===== config.mk =====
export PLATFORM = sky130hd
export DESIGN_NAME = scbst_map
export DESIGN_NICKNAME = d
export VERILOG_FILES = /design/src/rtl/core/scbst_pkg.sv /design/src/rtl/core/scbst_map.sv
export SDC_FILE = /design/constraint.sdc
export NUM_CORES = 1
export LEC_CHECK = 0
export ABC_AREA = 1
export BUFFER_PORTS_ARGS = -buffer_cell sky130_fd_sc_hd__buf_2
export CAP_MARGIN = 10
export CORE_MARGIN = 2
export CORE_UTILIZATION = 40
export CTS_BUF_LIST = sky130_fd_sc_hd__clkbuf_8
export DETAILED_ROUTE_END_ITERATION = 6
export PLACE_DENSITY_LB_ADDON = 0.3
export SKIP_CTS_REPAIR_TIMING = 1
export SYNTH_ARGS = -nofsm -noshare
export SYNTH_HDL_FRONTEND = slang
export SYNTH_SLANG_ARGS = --single-unit

===== constraint.sdc =====
create_clock -name i_clk -period 6.3 [get_ports i_clk]
set_input_delay 0.63 -clock i_clk [delete_from_list [all_inputs] [get_ports i_clk]]
set_output_delay 0.63 -clock i_clk [all_outputs]
set_load 0.01 [all_outputs]

===== src/rtl/core/scbst_pkg.sv =====
package scbst_pkg;
    localparam int MAX_KEYS_DEF = 64;
    localparam int KEY_W = 32;

    typedef enum logic [1:0] {
        ST_LOAD,
        ST_DRAIN,
        ST_MAP,
        ST_EMIT
    } t_state;

    typedef struct packed {
        logic load;
        logic shift;
    } t_cell_ctl;
endpackage


===== src/rtl/core/scbst_map.sv =====
module scbst_map
    import scbst_pkg::*;
#(
    parameter int MAX_KEYS = MAX_KEYS_DEF
) (
    input  logic                     i_clk,
    input  logic                     i_rst_n,
    input  logic                     i_start,
    input  logic [$clog2(MAX_KEYS+1)-1:0] i_n,
    input  logic                     i_step,
    output logic                     o_done,
    output logic                     o_visit,
    output logic [$clog2(MAX_KEYS)-1:0]  o_node
);
    localparam int NW = $clog2(MAX_KEYS+1) + 1;
    localparam int AW = (MAX_KEYS > 1) ? $clog2(MAX_KEYS) : 1;
    localparam int SD = $clog2(MAX_KEYS+1);

    // explicit in-order walk: stack of pending nodes, one visit per step
    logic [NW-1:0] r_stack [SD];
    logic [$clog2(SD+1)-1:0] r_sp;
    logic [NW-1:0] r_node;
    logic          r_desc;
    logic [NW-1:0] n_top;
    logic [NW-1:0] w_n;

    assign w_n     = NW'(i_n);
    assign n_top   = r_stack[r_sp - 1'b1];
    assign o_done  = !r_desc && (r_node > w_n) && (r_sp == '0);
    assign o_visit = !r_desc && (r_sp != '0);
    assign o_node  = AW'(n_top - 1'b1);

    always_ff @(posedge i_clk) begin
        if (!i_rst_n) begin
            r_sp   <= '0;
            r_node <= '0;
            r_desc <= 1'b0;
        end else if (i_start) begin
            r_sp   <= '0;
            r_node <= NW'(1);
            r_desc <= 1'b1;
        end else if (r_desc) begin
            // descend left, pushing nodes, one per cycle
            if (r_node <= w_n) begin
                r_stack[r_sp] <= r_node;
                r_sp          <= r_sp + 1'b1;
                r_node        <= {r_node[NW-2:0], 1'b0};
            end else begin
                r_desc <= 1'b0;
            end
        end else if (i_step && r_sp != '0) begin
            r_sp   <= r_sp - 1'b1;
            r_node <= {n_top[NW-2:0], 1'b1};
            r_desc <= 1'b1;
        end
    end
endmodule


==> impl_results.md, run 1 <==
* DP HPWL at 4290 um
* Worst Setup End Kind: output port
* N_diodes at 0
* Starting Density at 41.4%
* Area Growth Syn to Fin at 11.7%
* Routed wl met3 at approximately 270 um
* Static Leakage at 0.00147 uW
* Most frequent cells in the layout: nand2_1 (113), edfxtp_1 (49), nor2_1 (33)
* Ys Warns at 0
* DRT Wirelength at around 6400 um
* Nets at 374
* Net Count, Synth at 358
* GR Util All Layers at 17.0%
* Share of post-route cells with drive strength above 1 at 11.8%
* Core area at ~0.0073 sq mm
* Worst-path fanout max at 24
* Placer Congestion at 0.847
* Max layer used: met4
* Tcrit/Tclk final at 55.0%
* Final setup viols at 0
* Data arrival, critical path at 2.83 ns
* Ports at 19
* Maximum vdd drop at 0.169 mV
* Avg Cell Area, Syn at roughly 9 sq um
* Hold Path Class: in -> reg
* Gr ovfl total at 0
* Clk_skew at roughly 0.010 ns
* Final worst path period need at about 3.5 ns
* 1st-pass router iterations at 4
* Reg2reg start: r_node[3]
* First-pass GRT wire length at 10600 um
* Initial DRC count at 150
* Clk Tree Root Cell: clkbuf_8
* Slew Viols, Final at 0
* Endpoints failing hold at 0
* Seq/Total Area, Yosys at 56.7%
* Die area at 0.00826 sq mm
* Mapped Cells at 336
* Met1 WL at 2950 um
* Vias at 2158
* Required time of the critical path at 5.67 ns
* Largest net degree at the start of global routing at 26
* CTS Buf Count at 9
* Min Hold Slack at 0.538 ns
* Worst r2r path cells at 12
* Critical path class: reg -> out
* ANT nets after route at 0
* IO buf count at 18
* Reg clk slew, reported paths at 0.07 ns
* Outcome: complete, no violations
* Most common cell after layout, fill and taps aside: nand2_1
* WHS Path Cells at 3
* PD cells at 308 mW/mm^2
* Startpoint Class: flip-flop
* Vias per inst at ~4.7
* Hold path startpoint: i_rst_n
* Max-Cap Viols at 0
* Setup TNS at 0 ns
* RSZ-0062 raised after global routing: false
* DRC at 0
* Clk_lat worst skew at 0.34 ns
* Die Span X at 90.9 um
* H-tree depth at 3
* Mapped cell area at 0.00302 sq mm
* Die Ht at 90.9 um
* Row Count at 31
* Relative slew slack at 50.8%
* Synth Register Bits at 61
* Actual slew at the worst max-slew pin at 0.736 ns
* DR WL met2 at 3030 um
* Initial antenna violation count at 0
* Wire per inst at 13.9 um
* TritonCTS clock tree: built
* Synth unique cells at 23
* # clock sinks at 61
* Critical Path Source: r_sp[0]
* Maximum clock path buffer count at 2
* Vias in the first global route at 2141
* Fmax at approximately 0.29 GHz
* # fillers at 723
[cell families (layout without fill, tap and decap cells)]
group                      Yosys count  in the layout  share of synthesized area, %
buffers and inverters               44             65                          6.13
AOI/OAI and AO/OA                   28             28                          4.68
adders and majority gates           11             11                          4.56
xor gates and xnor gates             7              7                          2.90
DFF                                 61             61                          56.7
and+or+nand+nor                    185            185                          25.0
[cells in the mapped netlist]
| library cell | number | area (sq um) |
|---|---|---|
| xnor2_1 | 3 | 26.3 |
| xnor2_2 | 1 | 16.3 |
| xor2_4 | 1 | 27.5 |
| nand3_2 | 1 | 10.0 |
| nor2_1 | 33 | 124 |
| buf_1 | 1 | 3.75 |
| inv_1 | 28 | 105 |
| a21oi_1 | 16 | 80.1 |
| nor2_2 | 1 | 6.26 |
| nand3_1 | 32 | 160 |
| buf_4 | 3 | 22.5 |
| clkbuf_1 | 3 | 11.3 |
| inv_2 | 2 | 7.51 |
| nand2_1 | 113 | 424 |
| buf_2 | 7 | 35.0 |
| xor2_1 | 2 | 17.5 |
| edfxtp_1 | 49 | 1470 |
| ha_1 | 11 | 138 |
| o21ai_0 | 11 | 55.1 |
| nand2_2 | 4 | 25.0 |
| a31oi_1 | 1 | 6.26 |
| nand4_1 | 1 | 6.26 |
| dfxtp_1 | 12 | 240 |
[stage by stage]
stage	cell area (sq um)	total power, uW	cells	setup WS (ns)	utilization (%)
global route	3370	1090	456	2.53	46.3
finish	3370	1040	456	2.84	46.3
CTS	3370	1050	456	2.79	46.3
floorplan	3020	623	336	3.43	-
global placement	3170	683	440	3.14	43.4
detailed placement	3170	685	440	3.10	43.4
[critical path, stage by stage (launching register included)]
cell and delay [ns]:
dfxtp_1 0.34, inv_2 0.17, ha_1 0.65, inv_2 0.26
nor2_1 0.14, o21ai_0 0.10, nand3_1 0.11, nand2_1 0.13
ha_1 0.24, nand3_1 0.10, xor2_1 0.13, buf_2 0.14
[sequential cells by signal, summed over array words and instances, names as in the netlist]
name,flops
r_stack,49
r_node,8
r_sp,3
r_desc,1
[worst paths after layout]
kind	slack, ns	endpoint
max reg2reg	3.16	r_stack[6][5]
min reg2reg	0.57	r_node[7]
min	0.54	r_node[0]
max	2.84	o_node[4]
[area by class of cell]
| cell class | count | area [sq um] | share of cell area, % |
|---|---|---|---|
| inverter | 30 | 113 | 3.34 |
| multi-input combinational | 231 | 1120 | 33.3 |
| clock buffer | 9 | 124 | 3.67 |
| sequential | 61 | 1710 | 50.7 |
| timing repair buffer | 19 | 97.6 | 2.89 |
| tap | 99 | 124 | 3.67 |
| clock inverter | 7 | 81.3 | 2.41 |
[per-layer routing]
layer	up-vias	global-route usage (%)
li1	1127	-
met1	978	22.5
met2	42	27.0
met3	11	3.01
met4	0	8.46
met5	-	0
[power breakdown]
| part | leakage (uW) | total [uW] | internal [uW] | switching (uW) |
|---|---|---|---|---|
| logic | 0.000809 | 208 | 74.0 | 134 |
| registers | 0.000557 | 467 | 448 | 19.7 |
| clock network | 0.000109 | 365 | 217 | 148 |
(Power assumes the default switching activity.)
==> run 2, diff against run 1 <==
- clock period: 6.3 -> 3.2 ns (I/O delays scaled with it)
==> run 2 against run 1 <==
Against the previous run: clock-buffer cell count is 1 higher; non-clock buffer count is 7 higher; clock skew is 0.0076 ns lower; setup slack worse by 2.4 ns; combinational power is 110% higher.
==> impl_results.md, run 2 (synthesis gave the netlist of run 1 again) <==
* Clk Tree Root Cell: clkbuf_8
* Int Pwr at between 1000 and 1500 uW
* Ports at 19
* Flop pwr share at 47.4%
* Worst-path fanout max at 18
* Core area at 0.00729 sq mm
* Slew Viols, Final at 0
* DRT Wirelength at 6880 um
* H-tree depth at 3
* Dpl ws at 0.654 ns
* Sw Pwr at ~600 uW
* Area after DPL at 0.00322 sq mm
* Largest net degree at the start of global routing at 26
* Die Span X at 90.9 um
* Die Ht at 90.9 um
* Largest regs: r_stack: 49 flops, r_node: 8 flops, r_sp: 3 flops
* Share of post-route cells with drive strength above 1 at about an eighth
* Initial DRC count at roughly 200
* Tcrit/Tclk final at 87.7%
* Die area at between 0.008 and 0.009 sq mm
* Number of flip-flops under the largest register name at 49
* Sw frac at 31.0%
* Top reg by flops: r_stack
* Placed Cells at 447
* First-pass GRT wire length at 11200 um
* Hold Path Class: in -> reg
* Endpoints failing hold at 0
* PD cells at 568 mW/mm^2
* ANT nets after route at 0
* Vias per inst at roughly 4.9
* GR Util All Layers at 18.1%
* Placer Congestion at 0.881
* DRC at 0
* Startpoint Class: flip-flop
* N_diodes at 0
* Max-Cap Viols at 0
* Setup WS post-layout at ~0.39 ns
* Worst r2r path cells at 12
* Actual slew at the worst max-slew pin at a little over 0.8 ns
* Outcome: complete, no violations
* Final instance area at 0.00338 sq mm
* Data arrival, critical path at between 2 and 2.5 ns
* Reg clk slew, reported paths at approximately 0.06 ns
* Fmax at 0.356 GHz
* Gr ovfl total at 0
* Initial antenna violation count at 0
* Crit Reg-Reg Endpoint: r_stack[4][3]
* Total chip power at about 1900 uW
* CTS Buf Count at 9
* Most common cell after layout, fill and taps aside: nand2_1
* Area Growth Syn to Fin at 12.1%
* Combinational power share at 22.8%
* Vias in the first global route at 2232
* Clk_skew at 0.00290 ns
* Clk_lat worst skew at around 0.34 ns
* Vias at 2283
* Clock power share at 29.8%
* # clock sinks at 61
* Final Non-Filler Cells at about 460
* Most frequent cells in the layout: nand2_1 (113), edfxtp_1 (49), nor2_1 (33)
* Hold path startpoint: i_rst_n
* Maximum clock path buffer count at 2
* Nets at 381
* # fillers at 746
* RSZ-0062 raised after global routing: false
* IO buf count at 18
* Minimum setup slack among reg-to-reg paths at around 0.63 ns
* End of the critical path: o_node[4]
* Final worst path period need at between 2 and 3 ns
* Maximum vdd drop at 0.274 mV
* Relative slew slack at a little under half
* Final setup viols at 0
* 1st-pass router iterations at 4
* TritonCTS clock tree: built
* Required time of the critical path at about 2.9 ns
* Critical Path Source: r_sp[1]
* DP HPWL at ~4600 um
* Reg2reg start: r_node[3]
* Starting Density at approximately 41%
* Critical path class: reg -> out
* Worst Setup End Kind: output port
* Static Leakage at 0.00150 uW
* Setup TNS at 0 ns
* Row Count at 31
* Wire per inst at 14.9 um
[run 2: power by group through the flow]
| stage | combinational [uW] | sequential (uW) | clock [uW] |
|---|---|---|---|
| after floorplan | 313 | 914 | 0 |
| final | 438 | 910 | 572 |
| after detailed placement | 438 | 927 | 0 |
| after CTS | 441 | 909 | 585 |
| after global routing | 495 | 913 | 618 |
| after global placement | 436 | 925 | 0 |
[run 2: layer usage]
layer  vias up  global-route usage [%]  routed length, um
met3        13                    4.76                585
met4         0                    7.95                162
met5         -                       0                  0
met2        90                    30.1               3410
met1      1041                    22.0               2720
li1       1139                       -                  -
[run 2: area by class of cell]
class	instances	area [sq um]	area share (%)
Clock buffer	10	138	4.07
Timing Repair Buffer	26	150	4.44
Sequential cell	61	1710	50.6
Tap cell	99	124	3.66
Multi-Input combinational cell	231	1120	33.2
Inverter	30	113	3.33
Clock inverter	6	25.0	0.740
[run 2: critical path: stages, from the launching register on]
cell and delay (ns):
dfxtp_1 0.37, inv_1 0.12, ha_1 0.33, inv_2 0.27, nor2_1 0.08, o21ai_0 0.08
nand3_1 0.13, nand2_1 0.16, ha_1 0.21, nand3_1 0.10, xor2_1 0.16, buf_2 0.15
[run 2: worst min-delay path by stage]
stage	endpoint	cells past startpoint	slack, ns
floorplan	r_node[0]	2	0.47
global placement	r_sp[0]	3	0.56
detailed placement	r_sp[0]	3	0.57
CTS	r_node[0]	3	0.22
global route	r_node[0]	3	0.24
finish	r_node[0]	3	0.23
[run 2: metrics by stage]
step	hold WS (ns)	util, %
detailed placement	0.570	44.2
finish	0.231	46.4
floorplan	0.470	-
global route	0.242	46.4
global placement	0.559	44.2
CTS	0.218	46.4
==> run 3, diff against run 2 <==
- CORE_ASPECT_RATIO: not set -> 0.9
==> run 3 against run 2 <==
Against the previous run: clock power is 27% higher; via count hardly changed; setup slack better by 0.063 ns; combinational power hardly changed; design area is 1.3% higher; largest power group unchanged.
==> impl_results.md, run 3 (synthesis gave the netlist of run 1 again) <==
* Ports at 19
* Worst Setup End Kind: output port
* TritonCTS clock tree: built
* # fillers at between 700 and 800
* Vias at 2282
* Core area at about 0.0074 sq mm
* Reg clk slew, reported paths at 0.07 ns
* IO buf count at 18
* PD cells at roughly 610 mW/mm^2
* Data arrival, critical path at 2.42 ns
* Startpoint Class: flip-flop
* Share of post-route cells with drive strength above 1 at 13.7%
* Top reg by flops: r_stack
* Reg2reg start: r_node[1]
* Row Count at 30
* Sw Pwr at 609 uW
* Most common cell after layout, fill and taps aside: nand2_1
* Sw frac at 29.3%
* Clk_skew at 0.00755 ns
* Most frequent cells in the layout: nand2_1 (113), edfxtp_1 (49), nor2_1 (33)
* First-pass GRT wire length at 11200 um
* Dpl ws at 0.582 ns
* Maximum vdd drop at 0.335 mV
* Final core occ at between 40 and 50%
* Max-Cap Viols at 0
* Tcrit/Tclk final at 85.7%
* Worst-path fanout max at 18
* Placer Congestion at ~0.83
* Placed Cells at 445
* Largest net degree at the start of global routing at 26
* Area of the multi-input gates at ~0.0011 sq mm
* Critical path class: reg -> out
* Required time of the critical path at 2.88 ns
* ANT nets after route at 0
* Vias per inst at 4.96
* Maximum clock path buffer count at 2
* # clock sinks at 61
* Combinational power share at about a fifth
* Outcome: complete, no violations
* 1st-pass router iterations at 4
* CTS Buf Count at 9
* Clk Tree Root Cell: clkbuf_8
* Nets at 382
* Critical Path Source: r_sp[1]
* H-tree depth at 3
* Vias in the first global route at about 2100
* Relative slew slack at 51.5%
* Die Span X at 95.6 um
* Flop pwr share at 43.8%
* Hold path startpoint: i_rst_n
* Fmax at 0.365 GHz
* Number of flip-flops under the largest register name at 49
* Endpoints failing hold at 0
* Register area at 0.00171 sq mm
* Actual slew at the worst max-slew pin at 0.725 ns
* Wire per inst at between 15 and 20 um
* Clock power share at 34.9%
* Static Leakage at between 0.0015 and 0.002 uW
* Largest regs: r_stack: 49 flops, r_node: 8 flops, r_sp: 3 flops
* Initial antenna violation count at 0
* Initial DRC count at 157
* DRC at 0
* Die Ht at 86.4 um
* Hold Path Class: in -> reg
* Gr ovfl total at 0
* DP HPWL at 4760 um
* Starting Density at 40.6%
* Final setup viols at 0
* N_diodes at 0
* Final Non-Filler Cells at 460
* Setup TNS at 0 ns
* Setup WS post-layout at 0.457 ns
* Clk_lat worst skew at approximately 0.34 ns
* Die area at 0.00826 sq mm
* RSZ-0062 raised after global routing: false
* Area Growth Syn to Fin at 13.6%
* Final worst path period need at 2.74 ns
* DRT Wirelength at around 7000 um
* Int Pwr at ~1500 uW
* Slew Viols, Final at 0
* GR Util All Layers at a little under a fifth
[run 3: changes by cell type in the layout (fill, tap and decap cells not counted)]
| cell | delta |
|---|---|
| buf_4 | +1 |
| clkinv_2 | -1 |
| clkinv_1 | +1 |
| bufinv_16 | +2 |
| clkbuf_8 | -1 |
| clkinvlp_4 | +1 |
| inv_1 | -3 |
[run 3: final timing paths]
kind	endpoint	slack (ns)	depth (start not counted)
setup / recovery	o_node[4]	0.46	11
hold / removal	r_node[0]	0.23	3
setup reg to reg	r_stack[4][3]	0.58	12
hold reg to reg	r_node[7]	0.58	4
[run 3: stage by stage]
| stage | hold slack (ns) | area [sq um] | power, uW |
|---|---|---|---|
| after floorplan | 0.470 | 3020 | 1230 |
| after global placement | 0.569 | 3220 | 1360 |
| after detailed placement | 0.573 | 3220 | 1370 |
| after CTS | 0.231 | 3430 | 2080 |
| after global routing | 0.248 | 3430 | 2180 |
| final | 0.233 | 3430 | 2070 |
[run 3: worst max-delay path, stage by stage (launching register included)]
cell and delay, ns:
dfxtp_1 0.37, inv_1 0.12, ha_1 0.32, inv_2 0.25, nor2_1 0.08, o21ai_0 0.08, nand3_1 0.11, nand2_1 0.17
ha_1 0.21, nand3_1 0.10, xor2_1 0.14, buf_2 0.13
[run 3: metal layers]
| metal | part of all wire (%) | vias to the layer above | global-route usage [%] |
|---|---|---|---|
| met2 | 48 | 70 | 29.1 |
| met5 | 0 | - | 0 |
| li1 | - | 1145 | - |
| met4 | 1.8 | 0 | 7.53 |
| met1 | 45 | 1056 | 25.4 |
| met3 | 4.9 | 11 | 4.00 |
[run 3: cell type report]
cell class	instances	area share, %
clock inverter	6	2.34
timing repair buffer	27	4.60
inverter	30	3.28
multi-input combinational	231	32.7
clock buffer	9	3.61
tap	96	3.50
sequential	61	49.9
[run 3: power by group through the flow]
stage / Clock, uW / Sequential (uW) / Combinational, uW
after floorplan: 0 / 914 / 313
after global placement: 0 / 925 / 434
after detailed placement: 0 / 926 / 439
after CTS: 734 / 909 / 442
after global routing: 766 / 910 / 501
final: 724 / 909 / 441
