--- config.mk ---
export PLATFORM = sky130hd
export DESIGN_NAME = scbst_cell
export DESIGN_NICKNAME = d
export VERILOG_FILES = /design/src/rtl/core/scbst_pkg.sv /design/src/rtl/core/scbst_cell.sv
export SDC_FILE = /design/constraint.sdc
export NUM_CORES = 1
export LEC_CHECK = 0
export BUFFER_PORTS_ARGS = -buffer_cell sky130_fd_sc_hd__buf_4
export CAP_MARGIN = 25
export CORE_ASPECT_RATIO = 1.1
export CORE_MARGIN = 2
export CORE_UTILIZATION = 41
export DETAILED_ROUTE_END_ITERATION = 16
export PLACE_DENSITY = 0.8
export SLEW_MARGIN = 20
export SYNTH_ARGS = -nofsm -noshare
export SYNTH_HDL_FRONTEND = slang
export SYNTH_SLANG_ARGS = --single-unit
--- constraint.sdc ---
create_clock -name i_clk -period 4.6 [get_ports i_clk]
set_input_delay 0.92 -clock i_clk [delete_from_list [all_inputs] [get_ports i_clk]]
set_output_delay 0.92 -clock i_clk [all_outputs]
set_load 0.1 [all_outputs]
--- src/rtl/core/scbst_pkg.sv ---
package scbst_pkg;
    localparam int MAX_KEYS_DEF = 64;
    localparam int KEY_W = 32;

    typedef enum logic [1:0] {
        ST_LOAD,
        ST_DRAIN,
        ST_MAP,
        ST_EMIT
    } t_state;

    typedef struct packed {
        logic load;
        logic shift;
    } t_cell_ctl;
endpackage

--- src/rtl/core/scbst_cell.sv ---
module scbst_cell
    import scbst_pkg::*;
(
    input  logic              i_clk,
    input  logic              i_rst_n,
    input  t_cell_ctl         i_ctl,
    input  logic signed [KEY_W-1:0] i_key,
    input  logic              i_prev_full,
    input  logic signed [KEY_W-1:0] i_prev_key,
    input  logic              i_prev_take,
    input  logic              i_next_full,
    input  logic signed [KEY_W-1:0] i_next_key,
    output logic              o_full,
    output logic signed [KEY_W-1:0] o_key,
    output logic              o_take
);
    logic                    r_full;
    logic signed [KEY_W-1:0] r_key;

    // new key goes in this cell when the cell is empty or the key is smaller than the held key
    assign o_take = i_ctl.load && (!r_full || (i_key < r_key));
    assign o_full = r_full;
    assign o_key  = r_key;

    always_ff @(posedge i_clk) begin
        if (!i_rst_n) begin
            r_full <= 1'b0;
        end else if (i_ctl.load) begin
            if (i_prev_take) begin
                // left neighbor took the key, its old content moves right
                r_full <= i_prev_full;
                r_key  <= i_prev_key;
            end else if (o_take) begin
                r_full <= 1'b1;
                r_key  <= i_key;
            end
        end else if (i_ctl.shift) begin
            r_full <= i_next_full;
            r_key  <= i_next_key;
        end
    end
endmodule

==> flow_metrics.env, run 1 <==
export IMPL_biggest_fanout_along_the_worst_timing_path=3
export IMPL_switching_share=0.396
export IMPL_route_detailed_vias_per_inst=4.90
export IMPL_hold_class="reg -> reg"
export IMPL_finalHoldViolations=0
export IMPL_destination_of_the_worst_register_to_register_timing_path="o_key[19]$_DFFE_PP_"
export IMPL_drt_total_wl_mm=6.30
export IMPL_number_of_resized_instances_in_the_post_cts_repair_step=0
export IMPL_fillCellCount=503
export IMPL_post_cts_hold_buffer_count=0
export IMPL_floorplan_die_area_um2=6740
export IMPL_grt_first_pass_wirelength_mm=10.3
export IMPL_simple_gate_share_of_the_synthesized_area=0.0971
export IMPL_placement_io_buffers=136
export IMPL_critical_path_required_ns=3.68
export IMPL_clockRootBuffer="clkbuf_8"
export IMPL_finalWorstPathRequiredPeriod_ns=3.89
export IMPL_syn_inst=259
export IMPL_setup_worst_path_class="in -> out"
export IMPL_final_util=0.627
export IMPL_dr_total_vias=2298
export IMPL_seq_power_share=0.366
export IMPL_synthesis_stage_register_bit_count=33
export IMPL_synth_xor_area_frac=0.00350
export IMPL_routed_wire_length_per_instance_um=13.4
export IMPL_layout_common_cells="buf_4, a21oi_1, nor2_1"
export IMPL_endpoint_kind="primary output"
export IMPL_comb_power_share=0.426
export IMPL_grt_start_max_net_pins=70
export IMPL_final_layout_size_suffix_gt1_frac=0.372
export IMPL_via_count_of_the_first_global_routing_pass=2331
export IMPL_reg2regPathDepth=9
export IMPL_diodes=0
export IMPL_drc=0
export IMPL_pin_count=137
export IMPL_clk_pin_slew_ns=0.06
export IMPL_r2r_start="o_key[7]$_DFFE_PP_"
export IMPL_row_count=29
export IMPL_critPathLaunchType="input port"
export IMPL_number_of_buffers_added_by_the_clock_tree_synthesis_step=5
export IMPL_postRouteAntennaNets=0
export IMPL_dieHeight_um=85.9
export IMPL_post_dp_hpwl_mm=5.09
export IMPL_yosysSeqAreaShare=0.392
export IMPL_post_cts_buffers=0
export IMPL_status="complete, no violations"
export IMPL_irDropWorstVdd_v=0.000155
export IMPL_rsz_0062_raised_after_global_routing="no"
export IMPL_final_setup_tns_ns=0
export IMPL_cts_tree="built"
export IMPL_finalMaxSlewViolations=0
export IMPL_synthMuxAreaShare=0.137
export IMPL_syn_num_nets=393
export IMPL_clock_power_share=0.207
export IMPL_initial_standard_cell_utilization_of_the_core=0.428
export IMPL_grt_total_usage=0.192
export IMPL_max_transition_margin=0.565
export IMPL_final_min_period_over_clock_period=0.846
export IMPL_die_outline_width_um=78.5
export IMPL_core_area_um2=5840
export IMPL_worstSkewPairLatency_ns=0.28
export IMPL_detailedRoute_firstPassIterationCount=6
export IMPL_area_delta_synth_final_pct=46.5
export IMPL_ys_warn_count=0
export IMPL_synth_compound_area_share=0.140
export IMPL_mostFrequentLayoutCell="buf_4"
export IMPL_dominant_combinational_cell_family_by_area_after_synthesis="adder cells"
export IMPL_design_final_nets=525
export IMPL_setup_failing_eps_final=0
export IMPL_max_clock_freq_mhz=257
export IMPL_syn_avg_cell_area_um2=9.65
export IMPL_gp_congestion=0.765
export IMPL_power_density_cells_nw_per_um2=279
export IMPL_drt_initial_drc_count=39
export IMPL_syn_cell_area_um2=2500
export IMPL_synth_adder_area_share=0.155
export IMPL_netSwitchingPower_w=0.000405
export IMPL_leakage_power_nw=1.84
export IMPL_critical_path_endpoint="o_take"
export IMPL_cts_sinks=33
export IMPL_cap_viol_max_count=0
export IMPL_synth_cell_types=30
export IMPL_antenna_found_initial=0
export IMPL_timing_critical_path_from="i_key[7]"
export IMPL_finalClockSkew_ns=0.00485
export IMPL_globalRouteOverflowTotal=0
export IMPL_whs_path_depth=2
export IMPL_cp_data_arrival_time_ns=2.97
export IMPL_intPower_w=0.000617
export IMPL_max_clock_path_buffers=2
export IMPL_regToRegSetupSlack_ns=1.61
export IMPL_worstMarginPinSlew_ns=0.653
export IMPL_htreeDepth=2
==> per-stage QoR <==
stage / worst slack [ns] / power (W) / instance area (µm²) / hold slack (ns) / cells
4_1_cts: 0.692 / 0.00103 / 3660 / 0.834 / 469
3_3_place_gp: 0.698 / 0.000812 / 3580 / 0.767 / 461
2_1_floorplan: 0.450 / 0.000681 / 2510 / 1.06 / 259
3_5_place_dp: 0.690 / 0.000819 / 3580 / 0.817 / 461
6_report: 0.707 / 0.00102 / 3660 / 0.818 / 469
5_1_grt: 0.580 / 0.00108 / 3660 / 0.875 / 469
==> flip-flops by register name (all words and copies together), names as in the netlist <==
signal  cells
o_key      32
o_full      1
==> synthesized netlist by cell type (all sizes together) <==
cell | n | area, µm²
a221oi | 1 | 8.76
xor2 | 1 | 8.76
edfxtp | 32 | 961
a31oi | 3 | 18.8
nand3 | 2 | 10.0
o41ai | 1 | 16.3
a21boi | 1 | 7.51
o221a | 1 | 11.3
o311a | 1 | 10.0
buf | 4 | 32.5
a21o | 1 | 7.51
mux2i | 33 | 330
mux2 | 1 | 11.3
ha | 31 | 388
o211ai | 1 | 7.51
a21oi | 44 | 220
a211o | 1 | 8.76
clkbuf | 8 | 40.0
nand4 | 4 | 25.0
nor4 | 1 | 21.3
a211oi | 1 | 7.51
inv | 31 | 116
nand2b | 1 | 6.26
nor2 | 37 | 139
nand2 | 11 | 41.3
o21ai | 5 | 25.0
dfxtp | 1 | 20.0
==> per-layer routing <==
metal | wire length (µm) | track usage | vias up | part of all wire
met5 | 0 | 0 | - | 0
met4 | 71 | 0.0478 | 0 | 0.011
met3 | 497 | 0.0600 | 9 | 0.079
met2 | 3310 | 0.353 | 86 | 0.53
met1 | 2420 | 0.216 | 1016 | 0.38
li1 | - | - | 1187 | -
==> critical path: stages <==
cell      delay [ns]
buf_4           0.12
ha_1            0.30
nand4_1         0.10
o311a_1         0.38
o41ai_2         0.33
a31oi_1         0.15
xor2_1          0.33
a21boi_2        0.09
buf_4           0.24
==> how the worst min path moves through the flow <==
| stage | to | from |
|---|---|---|
| after floorplan | o_full$_SDFFE_PN0P_ | i_rst_n |
| after global routing | o_full$_SDFFE_PN0P_ | o_full$_SDFFE_PN0P_ |
| after CTS | o_full$_SDFFE_PN0P_ | o_full$_SDFFE_PN0P_ |
| after detailed placement | o_full$_SDFFE_PN0P_ | o_full$_SDFFE_PN0P_ |
| after global placement | o_full$_SDFFE_PN0P_ | o_full$_SDFFE_PN0P_ |
| final | o_full$_SDFFE_PN0P_ | o_full$_SDFFE_PN0P_ |
==> cells by family (layout without fill, tap and decap cells) <==
family,count (synthesis),count (layout)
AO/OA/AOI/OAI,61,61
XOR/XNOR,1,1
adder cells (fa/ha/maj),31,31
buffers and inverters,43,176
flip-flops,33,33
multiplexers,34,34
AND/OR/NAND/NOR,56,56
==> final cells by class <==
type | count | area (µm²) | area share
tap | 77 | 96.3 | 0.0263
sequential | 33 | 981 | 0.268
clock buffer | 8 | 80.1 | 0.0219
multi-input combinational | 183 | 1350 | 0.368
timing repair buffer | 137 | 1040 | 0.284
inverter | 31 | 116 | 0.0318
==> power by group through the flow <==
| stage | clock [W] | sequential (W) | combinational (W) |
|---|---|---|---|
| final | 0.000212 | 0.000374 | 0.000435 |
| after global routing | 0.000229 | 0.000377 | 0.000469 |
| after CTS | 0.000217 | 0.000374 | 0.000440 |
| after detailed placement | 0 | 0.000381 | 0.000439 |
| after global placement | 0 | 0.000379 | 0.000432 |
| after floorplan | 0 | 0.000545 | 0.000135 |
Power figures use the tool's default switching activity.
==> run 2, diff against run 1 <==
Settings changed: CORE_UTILIZATION 41 to 45, PLACE_DENSITY 0.8 to 0.83.
Clock period 4.6 ns to 3.9 ns, I/O delays scaled along.
==> run 2 against run 1 <==
Clock power up 17%. Critical endpoint unchanged. Hold slack got worse by 0.065 ns. Global-route usage rose by 1.5 points.
==> flow_metrics.env, run 2 (synthesized netlist as in run 1, its figures left out) <==
export IMPL_status="complete, no violations"
export IMPL_postRouteAntennaNets=0
export IMPL_area_delta_synth_final_pct=46.6
export IMPL_antenna_found_initial=0
export IMPL_final_instance_area_um2=3660
export IMPL_clk_pin_slew_ns=0.07
export IMPL_finalMaxSlewViolations=0
export IMPL_post_cts_buffers=0
export IMPL_power_density_cells_nw_per_um2=329
export IMPL_finalHoldViolations=0
export IMPL_cap_viol_max_count=0
export IMPL_final_min_period_over_clock_period=0.945
export IMPL_max_clock_path_buffers=2
export IMPL_design_final_nets=526
export IMPL_max_clock_freq_mhz=271
export IMPL_final_setup_tns_ns=0
export IMPL_routed_wire_length_per_instance_um=13.5
export IMPL_clock_power_share=0.206
export IMPL_final_layout_size_suffix_gt1_frac=0.377
export IMPL_cts_tree="built"
export IMPL_critPathLaunchType="input port"
export IMPL_gp_congestion=0.764
export IMPL_netSwitchingPower_w=0.000481
export IMPL_route_detailed_vias_per_inst=5.01
export IMPL_timing_critical_path_mode_cell="buf_4"
export IMPL_timing_critical_path_from="i_key[31]"
export IMPL_floorplan_die_area_um2=6170
export IMPL_max_transition_margin=0.571
export IMPL_via_count_of_the_first_global_routing_pass=2305
export IMPL_switching_share=0.398
export IMPL_largest_reg_flops=32
export IMPL_mostFrequentLayoutCell="buf_4"
export IMPL_placement_cell_area_um2=3580
export IMPL_worstSkewPairLatency_ns=0.28
export IMPL_row_count=28
export IMPL_hold_class="in -> reg"
export IMPL_setup_worst_path_class="in -> out"
export IMPL_rsz_0062_raised_after_global_routing="no"
export IMPL_comb_power_share=0.428
export IMPL_number_of_resized_instances_in_the_post_cts_repair_step=0
export IMPL_number_of_buffers_added_by_the_clock_tree_synthesis_step=5
export IMPL_placed_cells_incl_taps=460
export IMPL_leakage_power_nw=1.85
export IMPL_finalClockSkew_ns=0.00415
export IMPL_post_cts_hold_buffer_count=0
export IMPL_min_from="i_rst_n"
export IMPL_initial_standard_cell_utilization_of_the_core=0.466
export IMPL_placement_io_buffers=136
export IMPL_critPathTopFamily="compound AO/OA/AOI/OAI gates"
export IMPL_grt_first_pass_wirelength_mm=9.60
export IMPL_setup_failing_eps_final=0
export IMPL_fin_cells=468
export IMPL_drt_total_wl_mm=6.31
export IMPL_cp_num_buf_inv=2
export IMPL_path_cells="buf_4 -> ha_1 -> nand4_1 -> nor2_1 -> a221oi_1 -> o211ai_1 -> a31oi_1 -> xor2_1 -> a21boi_4 -> buf_4"
export IMPL_crit_path_largest_cell_delay_ns=0.40
export IMPL_grt_start_max_net_pins=70
export IMPL_htreeDepth=2
export IMPL_layout_common_cells="buf_4, a21oi_1, nor2_1"
export IMPL_worstMarginPinSlew_ns=0.643
export IMPL_drt_initial_drc_count=51
export IMPL_biggest_fanout_along_the_worst_timing_path=3
export IMPL_r2r_start="o_key[31]$_DFFE_PP_"
export IMPL_diodes=0
export IMPL_detailedRoute_firstPassIterationCount=4
export IMPL_critical_path_required_ns=3.12
export IMPL_intPower_w=0.000727
export IMPL_endpoint_kind="primary output"
export IMPL_irDropWorstVdd_v=0.000238
export IMPL_cts_sinks=33
export IMPL_core_area_um2=5360
export IMPL_cp_data_arrival_time_ns=2.91
export IMPL_grt_total_usage=0.207
export IMPL_drc=0
export IMPL_seq_power_share=0.366
export IMPL_dieHeight_um=82.2
export IMPL_timing_critical_path_slowest_stage_cell="xor2_1"
export IMPL_finalWorstPathRequiredPeriod_ns=3.69
export IMPL_clockRootBuffer="clkbuf_8"
export IMPL_post_dp_hpwl_mm=5.15
export IMPL_globalRouteOverflowTotal=0
export IMPL_die_outline_width_um=75.1
export IMPL_dr_total_vias=2344
export IMPL_pin_count=137
## run 2: cell count changes in the layout (fill, tap and decap cells not counted), sizes merged
| cell | previous run | this run |
|---|---|---|
| buf | 137 | 138 |
| clkbuf | 8 | 7 |
| clkinv | 0 | 1 |
## run 2: worst reg2reg max path, stage by stage (launching register included)
cell      delay, ns
edfxtp_1       0.35
inv_1          0.05
ha_1           0.33
nand4_1        0.22
nor2_1         0.08
a221oi_1       0.30
o211ai_1       0.13
a31oi_1        0.20
xor2_1         0.40
a31oi_4        0.14
buf_4          0.24
## run 2: worst paths after layout
kind,slack (ns),endpoint,depth (start not counted)
worst max-delay path,0.21,o_take,10
worst min-delay path,0.75,o_full$_SDFFE_PN0P_,2
worst max register to register,1.20,o_key[20]$_DFFE_PP_,10
worst min register to register,0.83,o_full$_SDFFE_PN0P_,2
## run 2: cell type report
cell class	count	area [µm²]
inverters	31	116
multi-input cells	183	1360
clock inverters	1	5.00
fillers	467	1700
repair buffers	138	1040
flip-flops and latches	33	981
well taps	75	93.8
clock buffers	7	76.3
## run 2: through the flow
| stage | utilization | setup WS, ns | hold slack, ns | power (W) |
|---|---|---|---|---|
| 2_1_floorplan | - | 0.0149 | 0.922 | 0.000805 |
| 3_3_place_gp | 0.669 | 0.253 | 0.797 | 0.000958 |
| 3_5_place_dp | 0.669 | 0.234 | 0.809 | 0.000970 |
| 4_1_cts | 0.684 | 0.222 | 0.746 | 0.00122 |
| 5_1_grt | 0.684 | 0.135 | 0.755 | 0.00127 |
| 6_report | 0.684 | 0.215 | 0.753 | 0.00121 |
## run 2: layer usage
metal | GRT usage | part of all wire | up-vias
met5 | 0 | 0 | -
met1 | 0.209 | 0.36 | 1056
met2 | 0.404 | 0.54 | 92
met4 | 0.0643 | 0.0097 | 0
li1 | - | - | 1190
met3 | 0.0570 | 0.085 | 6
## run 2: power groups by stage
| stage | registers [W] | clock network [W] | logic (W) |
|---|---|---|---|
| after floorplan | 0.000643 | 0 | 0.000161 |
| after global placement | 0.000448 | 0 | 0.000510 |
| after detailed placement | 0.000450 | 0 | 0.000520 |
| after CTS | 0.000442 | 0.000255 | 0.000522 |
| after global routing | 0.000445 | 0.000269 | 0.000553 |
| final | 0.000442 | 0.000248 | 0.000517 |
==> run 3, diff against run 2 <==
Settings changed: CELL_PAD_IN_SITES_DETAIL_PLACEMENT set to 0, CELL_PAD_IN_SITES_GLOBAL_PLACEMENT set to 1, CORE_UTILIZATION 45 to 29, PLACE_DENSITY 0.83 to 0.79.
Clock period 3.9 ns to 3 ns, I/O delays scaled along.
==> run 3 against run 2 <==
The flow now finishes with violations (setup timing). Register-to-register slack got worse by 0.86 ns. First-iteration DRC count rose by 12%. Combinational power rose by 37%. Sequential share of layout area fell by 1.2 points. Setup slack got worse by 0.29 ns. Via count rose by 0.64%. Sequential cell count did not move.
==> flow_metrics.env, run 3 (synthesized netlist as in run 1, its figures left out) <==
export IMPL_grt_total_usage=0.150
export IMPL_dr_total_vias=2359
export IMPL_regToRegSetupSlack_ns=0.34
export IMPL_row_count=35
export IMPL_critical_path_required_ns=2.40
export IMPL_crit_path_largest_cell_delay_ns=0.32
export IMPL_placement_io_buffers=136
export IMPL_post_place_ws_ns=-0.172
export IMPL_detailedRoute_firstPassIterationCount=4
export IMPL_finalClockSkew_ns=0.00625
export IMPL_finalWorstPathRequiredPeriod_ns=3.07
export IMPL_worstMarginPinSlew_ns=0.480
export IMPL_status="complete, but fails checks"
export IMPL_violations_in_the_final_reports="setup timing"
export IMPL_critPathLaunchType="input port"
export IMPL_rsz_0062_raised_after_global_routing="yes"
export IMPL_max_clock_path_buffers=2
export IMPL_drc=0
export IMPL_post_cts_hold_buffer_count=0
export IMPL_biggest_fanout_along_the_worst_timing_path=3
export IMPL_clockRootBuffer="clkbuf_8"
export IMPL_max_transition_margin=0.680
export IMPL_finalMaxSlewViolations=0
export IMPL_mostFrequentLayoutCell="buf_4"
export IMPL_number_of_buffers_added_by_the_clock_tree_synthesis_step=5
export IMPL_drt_initial_drc_count=57
export IMPL_critical_path_endpoint="o_take"
export IMPL_r2r_start="o_key[6]$_DFFE_PP_"
export IMPL_cp_num_buf_inv=2
export IMPL_destination_of_the_worst_register_to_register_timing_path="o_key[13]$_DFFE_PP_"
export IMPL_htreeDepth=2
export IMPL_worstSkewPairLatency_ns=0.29
export IMPL_final_instance_area_um2=3840
export IMPL_final_min_period_over_clock_period=1.02
export IMPL_floorplan_die_area_um2=9380
export IMPL_final_layout_size_suffix_gt1_frac=0.406
export IMPL_cp_data_arrival_time_ns=2.47
export IMPL_area_delta_synth_final_pct=53.8
export IMPL_placement_cell_area_um2=3740
export IMPL_path_cells="buf_4 -> ha_1 -> a21oi_1 -> nand2_1 -> a221oi_1 -> o211ai_1 -> a31oi_1 -> xor2_1 -> a21boi_4 -> buf_12"
export IMPL_cts_sinks=33
export IMPL_setup_worst_path_class="in -> out"
export IMPL_core_area_um2=8360
export IMPL_via_count_of_the_first_global_routing_pass=2403
export IMPL_critPathTopFamily="compound AO/OA/AOI/OAI gates"
export IMPL_finalHoldViolations=0
export IMPL_fillCellCount=825
export IMPL_die_outline_width_um=92.5
export IMPL_dieHeight_um=101
export IMPL_pin_count=137
export IMPL_report_power_total_w=0.00162
export IMPL_cap_viol_max_count=0
export IMPL_drt_total_wl_mm=7.01
export IMPL_whs_path_depth=2
export IMPL_endpoint_kind="primary output"
export IMPL_clk_pin_slew_ns=0.07
export IMPL_max_clock_freq_mhz=325
export IMPL_final_util=0.460
export IMPL_largest_reg_flops=32
export IMPL_grt_first_pass_wirelength_mm=11.2
export IMPL_power_density_cells_nw_per_um2=421
export IMPL_postRouteAntennaNets=0
export IMPL_route_detailed_vias_per_inst=4.58
export IMPL_irDropWorstVdd_v=0.000198
export IMPL_layout_common_cells="buf_4, a21oi_1, nor2_1"
export IMPL_globalRouteOverflowTotal=0
export IMPL_reg2regPathDepth=10
export IMPL_timing_critical_path_from="i_key[30]"
export IMPL_critical_path_depth=10
export IMPL_routed_wire_length_per_instance_um=13.6
export IMPL_diodes=0
export IMPL_setup_failing_eps_final=1
export IMPL_design_final_nets=537
export IMPL_gp_congestion=0.733
export IMPL_hold_class="in -> reg"
export IMPL_timing_critical_path_slowest_stage_cell="ha_1"
export IMPL_leakage_power_nw=1.91
export IMPL_antenna_found_initial=0
export IMPL_initial_standard_cell_utilization_of_the_core=0.299
export IMPL_cts_tree="built"
export IMPL_post_dp_hpwl_mm=5.65
export IMPL_grt_start_max_net_pins=49
export IMPL_setup_slack_ns=-0.0744
export IMPL_post_cts_buffers=0
## run 3: how the worst min path moves through the flow
stage | from | endpoint | slack (ns)
2_1_floorplan | i_rst_n | o_full$_SDFFE_PN0P_ | 0.74
3_3_place_gp | o_full$_SDFFE_PN0P_ | o_full$_SDFFE_PN0P_ | 0.82
3_5_place_dp | o_full$_SDFFE_PN0P_ | o_full$_SDFFE_PN0P_ | 0.85
4_1_cts | i_rst_n | o_full$_SDFFE_PN0P_ | 0.57
5_1_grt | i_rst_n | o_full$_SDFFE_PN0P_ | 0.57
6_report | i_rst_n | o_full$_SDFFE_PN0P_ | 0.57
## run 3: report_power, final
group	internal [W]	leakage (nW)	switching, W
Combinational	0.000254	1.56	0.000454
Clock	0.000161	0.0450	0.000174
Sequential	0.000554	0.310	0.0000198
Total	0.000970	1.91	0.000648
## run 3: cell type report
type | instances | area, µm² | share of cell area
Tap cell | 111 | 139 | 0.0361
Clock buffer | 6 | 72.6 | 0.0189
Inverter | 31 | 116 | 0.0303
Clock inverter | 2 | 10.0 | 0.00260
Multi-Input combinational cell | 183 | 1380 | 0.359
Sequential cell | 33 | 981 | 0.255
Timing Repair Buffer | 149 | 1140 | 0.298
## run 3: per-layer routing
metal	vias up	global-route usage	routed length, µm
met4	0	0.0413	109
li1	1214	-	-
met2	87	0.273	3510
met5	-	0	0
met1	1049	0.174	2800
met3	9	0.0409	586
## run 3: timing repair
action | CTS | global route
pin swaps | 0 | 0
cloned | 0 | 0
gates resized for setup | 3 | 2
endpoints found under the setup margin | 1 | 1
hold endpoints to repair | 0 | 0
## run 3: through the flow
step / cells / setup TNS, ns / hold WS, ns
4_1_cts: 515 / -0.131 / 0.568
5_1_grt: 515 / -0.254 / 0.570
3_3_place_gp: 507 / -0.444 / 0.822
3_5_place_dp: 507 / -0.784 / 0.850
2_1_floorplan: 259 / -13.41 / 0.742
6_report: 515 / -0.0744 / 0.571
